$ cat src/design/depqs_pkg.sv
`default_nettype none

package depqs_pkg;

  // Store size and field widths.
  localparam int CAPACITY    = 1024;
  localparam int KEY_BITS    = 20;
  localparam int VALUE_BITS  = 20;
  localparam int SUM_BITS    = 30;
  localparam int COUNT_BITS  = 11;

  // Internal occupancy counter can hold CAPACITY itself.
  localparam int CNT_W = $clog2(CAPACITY + 1);

  // Reduction tree: cells are combined in groups, then groups are combined.
  localparam int GROUP   = 32;
  localparam int NGROUPS = (CAPACITY + GROUP - 1) / GROUP;

  // Command codes carried in the action field.
  typedef enum logic [1:0] {
    ACT_INSERT  = 2'd0,
    ACT_REM_MAX = 2'd1,
    ACT_REM_MIN = 2'd2
  } act_e;

  // Operation broadcast to every cell.
  typedef enum logic [1:0] {
    OP_HOLD   = 2'd0,
    OP_INSERT = 2'd1,
    OP_SHIFT  = 2'd2
  } cell_op_e;

  typedef struct packed {
    logic [1:0]            action;
    logic [VALUE_BITS-1:0] entry_value;
    logic [KEY_BITS-1:0]   entry_key;
  } in_data_t;

  typedef struct packed {
    logic [SUM_BITS-1:0]   total_value;
    logic [SUM_BITS-1:0]   total_key;
    logic [COUNT_BITS-1:0] entry_count;
    logic                  accepted;
  } out_data_t;

  typedef struct packed {
    logic [KEY_BITS-1:0]   key;
    logic [VALUE_BITS-1:0] value;
  } entry_t;

  // Control broadcast from the sequencer to the cell chain.
  typedef struct packed {
    cell_op_e            op;
    entry_t              cmd;
    logic [CNT_W-1:0]    count;
  } cell_ctrl_t;

  // What each cell contributes to the OR reduction.
  typedef struct packed {
    logic   hit;
    entry_t tail;
  } red_t;

endpackage

`default_nettype wire

$ cat src/design/depqs_cell.sv
`default_nettype none

module depqs_cell
  import depqs_pkg::*;
(
  input  wire              clk_i,
  input  wire cell_ctrl_t  ctrl_i,
  input  wire [CNT_W-1:0]  idx_i,
  input  wire              left_lt_i,
  input  wire entry_t      left_entry_i,
  input  wire entry_t      right_entry_i,
  output logic             lt_o,
  output entry_t           entry_o,
  output red_t             red_o
);

  entry_t entry_q, entry_d;
  logic   occupied;
  logic   is_tail;

  // Slot is live when it lies below the fill count.
  assign occupied = idx_i < ctrl_i.count;
  assign is_tail  = (ctrl_i.count != '0) && ((idx_i + CNT_W'(1)) == ctrl_i.count);

  // Compare the stored key against the command key.
  assign lt_o = occupied && (entry_q.key < ctrl_i.cmd.key);

  // Report a duplicate key, and hand out the entry when this is the last occupied slot.
  always_comb begin
    red_o.hit  = occupied && (entry_q.key == ctrl_i.cmd.key);
    red_o.tail = is_tail ? entry_q : '0;
  end

  // Insert: smaller keys stay, the first larger or free slot gets the new entry, the
  // rest take their left neighbor. Shift: every slot takes its right neighbor.
  always_comb begin
    entry_d = entry_q;
    unique case (ctrl_i.op)
      OP_INSERT: begin
        if (lt_o) begin
          entry_d = entry_q;
        end else if (left_lt_i) begin
          entry_d = ctrl_i.cmd;
        end else begin
          entry_d = left_entry_i;
        end
      end
      OP_SHIFT: entry_d = right_entry_i;
      default:  entry_d = entry_q;
    endcase
  end

  always_ff @(posedge clk_i) begin
    entry_q <= entry_d;
  end

  assign entry_o = entry_q;

endmodule

`default_nettype wire

$ cat config.mk
export PLATFORM = sky130hd
export DESIGN_NAME = depqs_cell
export DESIGN_NICKNAME = d
export VERILOG_FILES = /design/src/design/depqs_pkg.sv /design/src/design/depqs_cell.sv
export SDC_FILE = /design/constraint.sdc
export NUM_CORES = 1
export LEC_CHECK = 0
export BUFFER_PORTS_ARGS = -buffer_cell sky130_fd_sc_hd__buf_2
export CAP_MARGIN = 20
export CORE_MARGIN = 10
export CORE_UTILIZATION = 39
export CTS_CLUSTER_DIAMETER = 80
export DETAILED_ROUTE_END_ITERATION = 8
export GPL_ROUTABILITY_DRIVEN = 0
export HOLD_SLACK_MARGIN = 0.02
export PLACE_DENSITY = 0.78
export SKIP_CTS_REPAIR_TIMING = 1
export SLEW_MARGIN = 5
export SYNTH_ARGS = -nofsm -noshare
export SYNTH_HDL_FRONTEND = slang
export SYNTH_SLANG_ARGS = --single-unit
$ cat constraint.sdc
create_clock -name clk_i -period 4.06 [get_ports clk_i]
set_input_delay 0.812 -clock clk_i [delete_from_list [all_inputs] [get_ports clk_i]]
set_output_delay 0.812 -clock clk_i [all_outputs]
set_load 0.05 [all_outputs]
### After elaboration in Yosys (flattened, before gate mapping)

Index checks and enable logic that the tools add are counted.
W data, S select, Z words.

| word-level totals | value |
|---|---|
| input port bits | 146 |
| bits in registers | 40 |
| output and inout bits | 82 |

| operators by class | value |
|---|---|
| equal/unequal tests | 5 |
| magnitude comparators | 2 |
| add/subtract/negate cells | 1 |
| reduce and logical (&&, ||, !) cells | 6 |
| muxes and demuxes | 4 |

Operator list:

| kind | number |
|---|---|
| $mux W40 | 3 |
| $pmux W40 S2 | 1 |
| $eq A20 B20 Y1 | 1 |
| $lt A20 B20 Y1 | 1 |
| $add A11 B1 Y11 const B | 1 |
| $eq A11 B11 Y1 | 1 |
| $lt A11 B11 Y1 | 1 |
| $reduce_bool A11 Y1 | 1 |
| $logic_and A1 B1 Y1 | 3 |
| $eq A2 B1 Y1 const B | 1 |
| $eq A2 B2 Y1 const B | 1 |
| $ne A2 B2 Y1 const B | 1 |
| $reduce_and A2 Y1 | 1 |
| $reduce_bool A2 Y1 | 1 |

### Longest topological paths before layout

Gate-level depths: netlist (run 1).

| logic depth | value |
|---|---|
| word-level depth | 4 |
| gate-level depth with buffers | 7 |

### Least setup slack after synthesis (run 1)

No wires, ideal clock.

| path | value |
|---|---|
| kind | input to register |
| from | in ctrl_i[2] (netlist bit) |
| to | reg entry_q, in the netlist entry_o[0] (enable) |
| setup time | 630 ps |
| data required time | 3430 ps |
| slack | -2806 ps |
| arrival time | 6236 ps |
| cell stages on the path | 7 |
| cell sequence | inv_1 -> ha_1 -> a21oi_1 -> a2111oi_0 -> a2111o_1 -> a2111oi_0 -> o21bai_1 |

| between the ends | value |
|---|---|
| cells in the longest elaborated chain, start to end | 4 |

Ends and longest elaborated chain:

| item | line | RTL |
|---|---|---|
| start, declared | depqs_cell.sv:7 | `input wire cell_ctrl_t ctrl_i,` |
| $lt A11 B11 Y1 | depqs_cell.sv:22 | `assign occupied = idx_i < ctrl_i.count;` |
| $logic_and A1 B1 Y1 | depqs_cell.sv:26 | `assign lt_o = occupied && (entry_q.key < ctrl_i.cmd.key);` |
| named net lt_o | depqs_cell.sv:12 | `output logic lt_o,` |
| $ne A2 B2 Y1 (no line) | n/a |  |
| $reduce_and A2 Y1 (no line) | n/a |  |
| end signal, assigned | depqs_cell.sv:54 | `entry_q <= entry_d;` |
| end, declared | depqs_cell.sv:17 | `entry_t entry_q, entry_d;` |

The timed path passes the listed nets, and every way through them passes these cells.
A chain may end at the register's enable or synchronous reset.

==> results.md, run 1 <==
- Die height: 115 µm
- Crit path max-delay family: compound AO/OA/AOI/OAI gates
- Placed inst area: 4840 µm²
- Setup slack, reg-to-reg: about 1.4 ns
- Largest net degree at the start of global routing: 46
- Worst-path fanout max: 26
- Clk_lat worst skew: 0.28 ns
- Power Total: roughly 1300 µW
- Clock-pin slew on the worst setup and hold paths: around 0.08 ns
- Die X: 115 µm
- Setup tns final: 0 ns
- Total of flip-flops plus latches after synthesis: 40
- Area leader, netlist: edfxtp_1
- Crit path launch type: input port
- Cells along the critical path: buf_2 -> ha_1 -> o21ba_2 -> a221oi_1 -> a21oi_1 -> a2111oi_4 -> buf_4 -> and3_2 -> buf_2
- Lkg Pwr: 0.00266 µW
- Final core utilization: 56.5%
- Maximum VDD drop: roughly 0.00019 V
- Buf+Inv Stages, Crit Path: 3
- Starting density of the core: roughly two fifths
- Layout Cells excl Fill: slightly above 700
- First-pass GRT wire length: 20.1 mm
- Antenna-violating nets left: 0
- Fin area: approximately 5000 µm²
- Outcome: complete, no violations
- Commonest non-fill, non-tap cell in the layout: buf_2
- NumNets Final: 784
- Most frequent cells in the layout: 225 x buf_2, 48 x nand2_1, 45 x o21ai_0, 42 x mux2i_1, 40 x edfxtp_1
- Setup Viol. Count Final: 0
- H-tree depth: 2
- Io pins: 228
- Vias in the first global route: 3872
- Layout area overhead: 40.8%
- Fin. max-slew vios: 0
- Root Driver: clkbuf_8
- CTS tree: built
- Post-Syn Area: 3520 µm²
- Max_cap viols: 0
- First drt pass iteration count: 4
- Period utilisation layout: 94.0%
- Hold Path Class: input port to flip-flop
- Final routed DRC violation total: 0
- PwrDens: 271 nW/µm²
- Synth Instances: 385
- Critical Path End Type: output port
- PortBufs: 227
- Share of layout cells above drive strength 1: ~45%
- Cts bufs inserted: 5
- Clock Sinks: 40
- Synth Area per Inst: 9.14 µm²
- Post-layout min period: 3.82 ns
- Floorplan core area: 8760 µm²
- Hpwl dp: 11.3 mm
- Max transition margin: 59.5%
- Drt total wl: 13.2 mm
- First-iteration detailed-routing DRC count: 259
- Asr flop ratio synth: 0%
- Worst-margin pin slew: about 0.60 ns
- Crit path largest cell delay: roughly 0.35 ns
- Routed vias: ~3700
- GRT Util Overall: 18.9%
- Vias/cell: 5.20
- Area share of the largest cell type after synthesis: roughly a third
- Row count: 34
- GRT overflow: 0
- Post-synth EDFFs: 40
- Largest register FFs: 40
- RSZ-0062 raised after global routing: false
- Initial antenna violation count: 2
- Critical-path top delay cell: a2111oi_4
- Critical path class: input port to output port
- Most used cell, CP: buf_2
- Worst path arrival time: 3.01 ns
- Top FF cell, synth: edfxtp_1
- Die area: 13200 µm²
- Fmax: 262 MHz
- Largest cells by area after synthesis: edfxtp_1 34%, mux2i_1 12%, ha_1 11%, o21ai_0 6.4%, nand2_1 5.1%
- Placed Cells incl. Taps: 707
- Synth cell types: 43
- Critical Path RT: about 3.3 ns
- Ys Warns: 0
- DR WL/cell: 18.5 µm
- Clock Skew: between 0.007 and 0.008 ns
- Maximum clock path buffer count: 2
- Final hold vios: 0
- Post-Syn Nets: 563
- Sequential element share of the synthesized area: 34.2%
==> Yosys cell counts, types with 2 or more instances <==
cell	count
a2111oi_0	2
a21oi_1	13
a221oi_1	2
and2_1	4
and3_1	21
and3_2	23
and4_1	2
buf_1	4
clkbuf_1	14
clkbuf_2	4
edfxtp_1	40
ha_1	32
inv_1	32
mux2i_1	42
nand2_1	48
nand2b_1	2
nand3_1	6
nand3b_1	3
nand4_1	4
nand4b_1	2
nor2_1	4
nor2b_1	3
nor3_1	2
nor4_1	5
o21ai_0	45
xnor2_1	6
xor2_1	4
==> cell families (layout without fill, tap and decap cells) <==
family | Yosys count | count (layout) | share of synthesized area [%]
flip-flops | 40 | 40 | 34.2
AO/OA/AOI/OAI | 75 | 75 | 13.1
AND/OR/NAND/NOR | 132 | 132 | 21.0
other | 0 | 2 | 0
adder cells (fa/ha/maj) | 32 | 32 | 11.4
XOR/XNOR | 10 | 10 | 2.49
multiplexers | 42 | 42 | 12.0
buffers and inverters | 54 | 276 | 5.91
==> path summary, 6_finish.rpt <==
check             cells past startpoint         startpoint     endpoint
hold / removal                        3  right_entry_i[26]  entry_o[26]
hold reg to reg                       6        entry_o[23]  entry_o[27]
setup / recovery                      9           idx_i[0]    red_o[33]
setup reg to reg                      7        entry_o[39]   entry_o[2]
==> final cells by class <==
cell class                 instances  area, µm²
clock buffer                       5       68.8
tap                              108        135
multi-input combinational        291       2150
antenna                            2       5.00
clock inverter                     3       37.5
sequential                        40       1200
fill                             820       3810
inverter                          32        120
timing repair buffer             236       1230
==> power breakdown <==
group / total (µW) / switching (µW) / leakage [µW] / internal [µW]
clock: 319 / 140 / 0.0000532 / 179
sequential: 534 / 25.9 / 0.000386 / 508
combinational: 489 / 320 / 0.00222 / 169
==> tightest hold or removal path: stages <==
cell and delay (ns):
buf_2 0.07, nand2_1 0.03, o21ai_0 0.05
==> layer usage <==
metal | GRT usage (%) | routed length [µm] | up-vias
li1 | - | - | 1851
met1 | 19.8 | 4750 | 1680
met2 | 34.1 | 6830 | 173
met3 | 7.24 | 1370 | 22
met4 | 5.61 | 303 | 0
met5 | 0 | 0 | -
==> stage by stage <==
stage | worst slack (ns) | hold WS [ns]
4_1_cts | 0.234 | 0.790
6_report | 0.242 | 0.799
3_5_place_dp | 0.248 | 1.09
2_1_floorplan | 0.393 | 0.999
5_1_grt | 0.102 | 0.793
3_3_place_gp | 0.368 | 1.08
No activity file was read; power rests on OpenSTA's default activity.
==> run 2: changes to the inputs <==
Settings changed: CORE_UTILIZATION 39 to 47, PLACE_DENSITY 0.78 to 0.88.
Clock period 4.06 ns to 4.9 ns, I/O delays scaled along.
==> run 2 against run 1 <==
  * Sequential share of layout area is 0.34 points higher
  * Clock skew shrank 0.0029 ns
  * Sequential power down 17%
  * Flip-flop and latch count unchanged
  * Clock-buffer cell count grew 1
  * Combinational power fell by 17%
  * Global-route usage up 3.8 points
  * Utilization rose by 11 points
  * Non-clock buffer count fell by 4
  * First-iteration DRC count shrank 17%
  * Clock power shrank 15%
  * Critical path type unchanged
  * Largest cell class unchanged
==> results.md, run 2 (synthesized netlist as in run 1, its figures left out) <==
- Cts bufs inserted: 5 (unchanged)
- Crit path largest cell delay: 0.47 ns (+0.12 ns)
- Lkg Pwr: 0.00265 µW (-0.67%)
- Row count: 31 (-8.8%)
- Largest register FFs: 40 (unchanged)
- Maximum clock path buffer count: 2 (unchanged)
- Outcome: complete, no violations
- Post-layout min period: about 4.5 ns
- Routed vias: 3876 (+4.0%)
- Most used cell, CP: buf_2
- Max transition margin: 49.9% (-9.6 points)
- Maximum VDD drop: 0.000166 V (-11%)
- Floorplan core area: 7250 µm² (-17%)
- CTS tree: built
- Crit path launch type: input port
- Drt total wl: 13.9 mm (+4.6%)
- Final core utilization: 67.3% (+11 points)
- Max_cap viols: 0 (unchanged)
- First-pass GRT wire length: 20.7 mm (+2.9%)
- Critical path class: input port to output port
- Period utilisation layout: between 90% and 100%
- Worst-path fanout max: 21 (-19%)
- Die X: 107 µm (-7.4%)
- Io pins: 228 (unchanged)
- Worst path arrival time: 3.50 ns (+0.49 ns)
- Clock-pin slew on the worst setup and hold paths: 0.08 ns (about the same)
- Clock Skew: 0.00460 ns (-0.00286 ns)
- Clk_lat worst skew: 0.29 ns (about the same)
- PwrDens: 229 nW/µm² (-15%)
- Critical Path End Type: output port
- Vias/cell: 5.51 (+5.9%)
- First drt pass iteration count: 5 (+1)
- Die height: 107 µm (-7.4%)
- Dpl ws: 0.527 ns (+0.279 ns)
- Worst setup margin: 0.420 ns (+0.178 ns)
- DR WL/cell: 19.7 µm (+6.6%)
- Fin. max-slew vios: 0 (unchanged)
- Final hold vios: 0 (unchanged)
- Setup Viol. Count Final: 0 (unchanged)
- Layout Cells excl Fill: 704 (-1.8%)
- Critical Path RT: 3.92 ns (+0.67 ns)
- PortBufs: 227 (unchanged)
- RSZ-0062 raised after global routing: false
- Critical-path top delay cell: nand2_1
- Most frequent cells in the layout: 227 x buf_2, 48 x nand2_1, 45 x o21ai_0, 42 x mux2i_1, 40 x edfxtp_1
- Worst-margin pin slew: 0.752 ns (+0.150 ns)
- Starting density of the core: 48.5% (+8.4 points)
- Fmax: about 220 MHz
- Placed Cells incl. Taps: 693 (-2.0%)
- Final hold slack: 0.961 ns (+0.162 ns)
- Hpwl dp: 11.4 mm (+0.91%)
- Root Driver: clkbuf_8
- Share of layout cells above drive strength 1: 44.9% (-0.36 points)
- GRT overflow: 0 (unchanged)
- Cells along the critical path: buf_2 -> ha_1 -> nand4_1 -> o221a_2 -> a311oi_1 -> nand2_1 -> buf_4 -> and3_2 -> buf_2
- Clock Sinks: 40 (unchanged)
- First-iteration detailed-routing DRC count: 216 (-17%)
- Largest net degree at the start of global routing: 81 (+76%)
- GRT Util Overall: 22.7% (+3.8 points)
- Hold Path Class: input port to flip-flop
- Layout area overhead: 38.9%
- Commonest non-fill, non-tap cell in the layout: buf_2
- Setup tns final: 0 ns (unchanged)
- Final routed DRC violation total: 0 (unchanged)
- Initial antenna violation count: 1 (-1)
- Antenna-violating nets left: 0 (unchanged)
- NumNets Final: 780 (-0.51%)
- Die area: 11300 µm² (-14%)
- H-tree depth: 2 (unchanged)
- Vias in the first global route: 4130 (+6.7%)
[run 2: layout make-up]
cell class,instances,area [µm²]
diodes,2,5.00
clock inverters,2,35.0
inverters,32,120
clock buffers,6,72.6
multi-input cells,291,2130
well taps,99,124
fillers,583,2370
flip-flops and latches,40,1200
repair buffers,232,1190
[run 2: metrics by stage]
| stage | instance area (µm²) | total power [µW] |
|---|---|---|
| global placement | 4740 | 836 |
| global route | 4880 | 1170 |
| detailed placement | 4740 | 852 |
| finish | 4880 | 1120 |
| CTS | 4850 | 1120 |
| floorplan | 3520 | 702 |
[run 2: routing by layer]
layer / up-vias / global-route usage, % / wire, µm
li1: 1843 / - / -
met1: 1812 / 21.6 / 4640
met2: 195 / 43.5 / 7410
met3: 26 / 8.15 / 1390
met4: 0 / 8.03 / 420
met5: - / 0 / 0
[run 2: path summary, 6_finish.rpt]
kind | startpoint | endpoint | slack (ns) | cells past startpoint
min reg2reg | entry_o[22] | entry_o[24] | 1.24 | 5
min | right_entry_i[0] | entry_o[0] | 0.96 | 3
max reg2reg | entry_o[39] | entry_o[19] | 1.96 | 7
max | idx_i[1] | red_o[30] | 0.42 | 9
[run 2: worst max-delay path: cells and delay by family]
family,cells,cell delay (ns)
fa+ha+maj,1,0.28
buf+inv,3,0.70
simple gates,3,0.91
compound gates,2,0.62
[run 2: power breakdown]
| part | switching (µW) | internal, µW |
|---|---|---|
| clock | 120 | 151 |
| sequential | 21.2 | 421 |
| combinational | 270 | 138 |
==> run 3: changes to the inputs <==
Settings changed: REMOVE_ABC_BUFFERS from default to 1.
==> run 3 against run 2 <==
  * Clock skew rose by 0.0058 ns
  * Critical endpoint is now lt_o
  * Design area shrank 0.59%
  * Flip-flop and latch count unchanged
  * Largest cell class unchanged
  * Combinational power fell by 2%
  * First-iteration DRC count down 17%
  * Critical path depth decreased by 1
  * Non-clock buffer count increased by 2
  * Clock power down 16%
  * Sequential share of layout area is 0.15 points higher
  * Final cell count grew 0.28%
==> results.md, run 3 (synthesized netlist as in run 1, its figures left out) <==
- Max transition margin: 42.2% (-7.7 points)
- NumNets Final: 782 (+0.26%)
- Critical Path End Type: output port
- Worst path arrival time: 3.29 ns (-0.21 ns)
- H-tree depth: 2 (unchanged)
- Critical path class: input port to output port
- Largest register FFs: 40 (unchanged)
- Layout area overhead: 38.1%
- Worst setup margin: 0.626 ns (+0.206 ns)
- Cts bufs inserted: 5 (unchanged)
- Die area: 11300 µm² (unchanged)
- Worst-path fanout max: 4 (-81%)
- Crit path largest cell delay: 0.75 ns (+0.28 ns)
- Fmax: 234 MHz (+4.8%)
- Hpwl dp: 10.9 mm (-3.9%)
- PortBufs: 227 (unchanged)
- Sw Ratio: 38.4% (+1.7 points)
- Comb pwr share: 37.4% (+1.0 points)
- First-pass GRT wire length: 20.2 mm (-2.1%)
- Antenna-violating nets left: 0 (unchanged)
- Clock-pin slew on the worst setup and hold paths: 0.09 ns (about the same)
- Clock Skew: 0.0104 ns (+0.00582 ns)
- DR WL/cell: 18.7 µm (-4.9%)
- Clk_lat worst skew: 0.29 ns (about the same)
- Share of layout cells above drive strength 1: 45.1% (+0.18 points)
- Drt total wl: 13.2 mm (-4.6%)
- Cell internal pwr: 659 µW (-7.2%)
- Critical Path RT: 3.92 ns (about the same)
- First-iteration detailed-routing DRC count: 180 (-17%)
- Final hold vios: 0 (unchanged)
- Post-layout min period: 4.27 ns (-0.206 ns)
- Fin. max-slew vios: 0 (unchanged)
- Dpl ws: 0.709 ns (+0.182 ns)
- GRT overflow: 0 (unchanged)
- CP Capture Point: lt_o
- Period utilisation layout: 87.2% (-4.2 points)
- Crit path launch: ctrl_i[2]
- Crit path launch type: input port
- Row count: 31 (unchanged)
- Final routed DRC violation total: 0 (unchanged)
- Root Driver: clkbuf_8
- Setup slack, reg-to-reg: 1.65 ns (-0.31 ns)
- Lkg Pwr: 0.00264 µW (-0.36%)
- Final core utilization: 66.9% (-0.40 points)
- Maximum VDD drop: 0.000145 V (-13%)
- GRT Util Overall: 21.7% (-1.0 points)
- Initial antenna violation count: 2 (+1)
- RSZ-0062 raised after global routing: false
- Hold Path Class: input port to flip-flop
- PwrDens: 220 nW/µm² (-4.0%)
- Max_cap viols: 0 (unchanged)
- CTS tree: built
- Reg2reg path depth: 8 (+1)
- Setup Viol. Count Final: 0 (unchanged)
- Vias in the first global route: 4085 (-1.1%)
- First drt pass iteration count: 4 (-1)
- Die X: 107 µm (unchanged)
- Worst-margin pin slew: 0.845 ns (+0.0937 ns)
- Io pins: 228 (unchanged)
- R2r endpoint: entry_o[15]
- Switch Pwr: 410 µW (about the same)
- Cells along the critical path: buf_2 -> inv_1 -> ha_1 -> a21oi_1 -> a2111oi_0 -> a2111o_1 -> a2111oi_0 -> buf_2
- Commonest non-fill, non-tap cell in the layout: buf_2
- Largest net degree at the start of global routing: 81 (unchanged)
- Floorplan core area: 7250 µm² (unchanged)
- Clk network pwr share: 21.2% (-3.0 points)
- Die height: 107 µm (unchanged)
- Routed vias: 3791 (-2.2%)
- Starting density of the core: 48.5% (unchanged)
- Critical-path top delay cell: a2111oi_0
- Vias/cell: 5.37 (-2.5%)
- Most frequent cells in the layout: 227 x buf_2, 48 x nand2_1, 45 x o21ai_0, 42 x mux2i_1, 40 x edfxtp_1
- RR Startpoint: entry_o[38]
- Clock Sinks: 40 (unchanged)
- Outcome: complete, no violations
- Maximum clock path buffer count: 2 (unchanged)
- Share of power burned in registers: 41.4% (+2.0 points)
run 3: area by class of cell:
cell class / instances / area (µm²)
sequential: 40 / 1200
multi-input combinational: 291 / 2130
tap: 99 / 124
clock buffer: 5 / 68.8
fill: 607 / 2400
inverter: 32 / 120
clock inverter: 3 / 21.3
timing repair buffer: 234 / 1190
antenna: 2 / 5.00
run 3: worst min-delay path by stage:
stage / startpoint / endpoint / cells past startpoint
after detailed placement: right_entry_i[13] / entry_o[13] / 3
after global placement: right_entry_i[15] / entry_o[15] / 3
after global routing: right_entry_i[28] / entry_o[28] / 3
after CTS: right_entry_i[34] / entry_o[34] / 3
final: right_entry_i[34] / entry_o[34] / 3
after floorplan: right_entry_i[0] / entry_o[0] / 2
run 3: routing by layer:
| layer | share of wire, % | global-route usage (%) | vias up |
|---|---|---|---|
| li1 | - | - | 1849 |
| met1 | 37 | 22.4 | 1755 |
| met2 | 53 | 40.5 | 173 |
| met3 | 9.2 | 7.85 | 14 |
| met4 | 1.6 | 5.03 | 0 |
| met5 | 0 | 0 | - |
run 3: power groups by stage:
| stage | clock (µW) | sequential, µW | combinational [µW] |
|---|---|---|---|
| global route | 245 | 446 | 435 |
| CTS | 232 | 442 | 402 |
| detailed placement | 0 | 449 | 401 |
| finish | 227 | 442 | 400 |
| floorplan | 0 | 553 | 138 |
| global placement | 0 | 448 | 388 |
run 3: critical path, delay by kind of cell:
kind	cells	cell delay (ns)
compound gates	4	1.43
fa+ha+maj	1	0.30
buf+inv	3	0.56
run 3: per-stage QoR:
step	power, µW	area [µm²]	cells	hold WS (ns)	TNS (ns)
finish	1070	4860	706	0.961	0
global route	1130	4860	706	0.951	0
CTS	1080	4850	704	0.953	0
detailed placement	850	4760	696	1.26	0
global placement	836	4760	696	1.25	0
floorplan	691	3430	363	1.17	-85.96
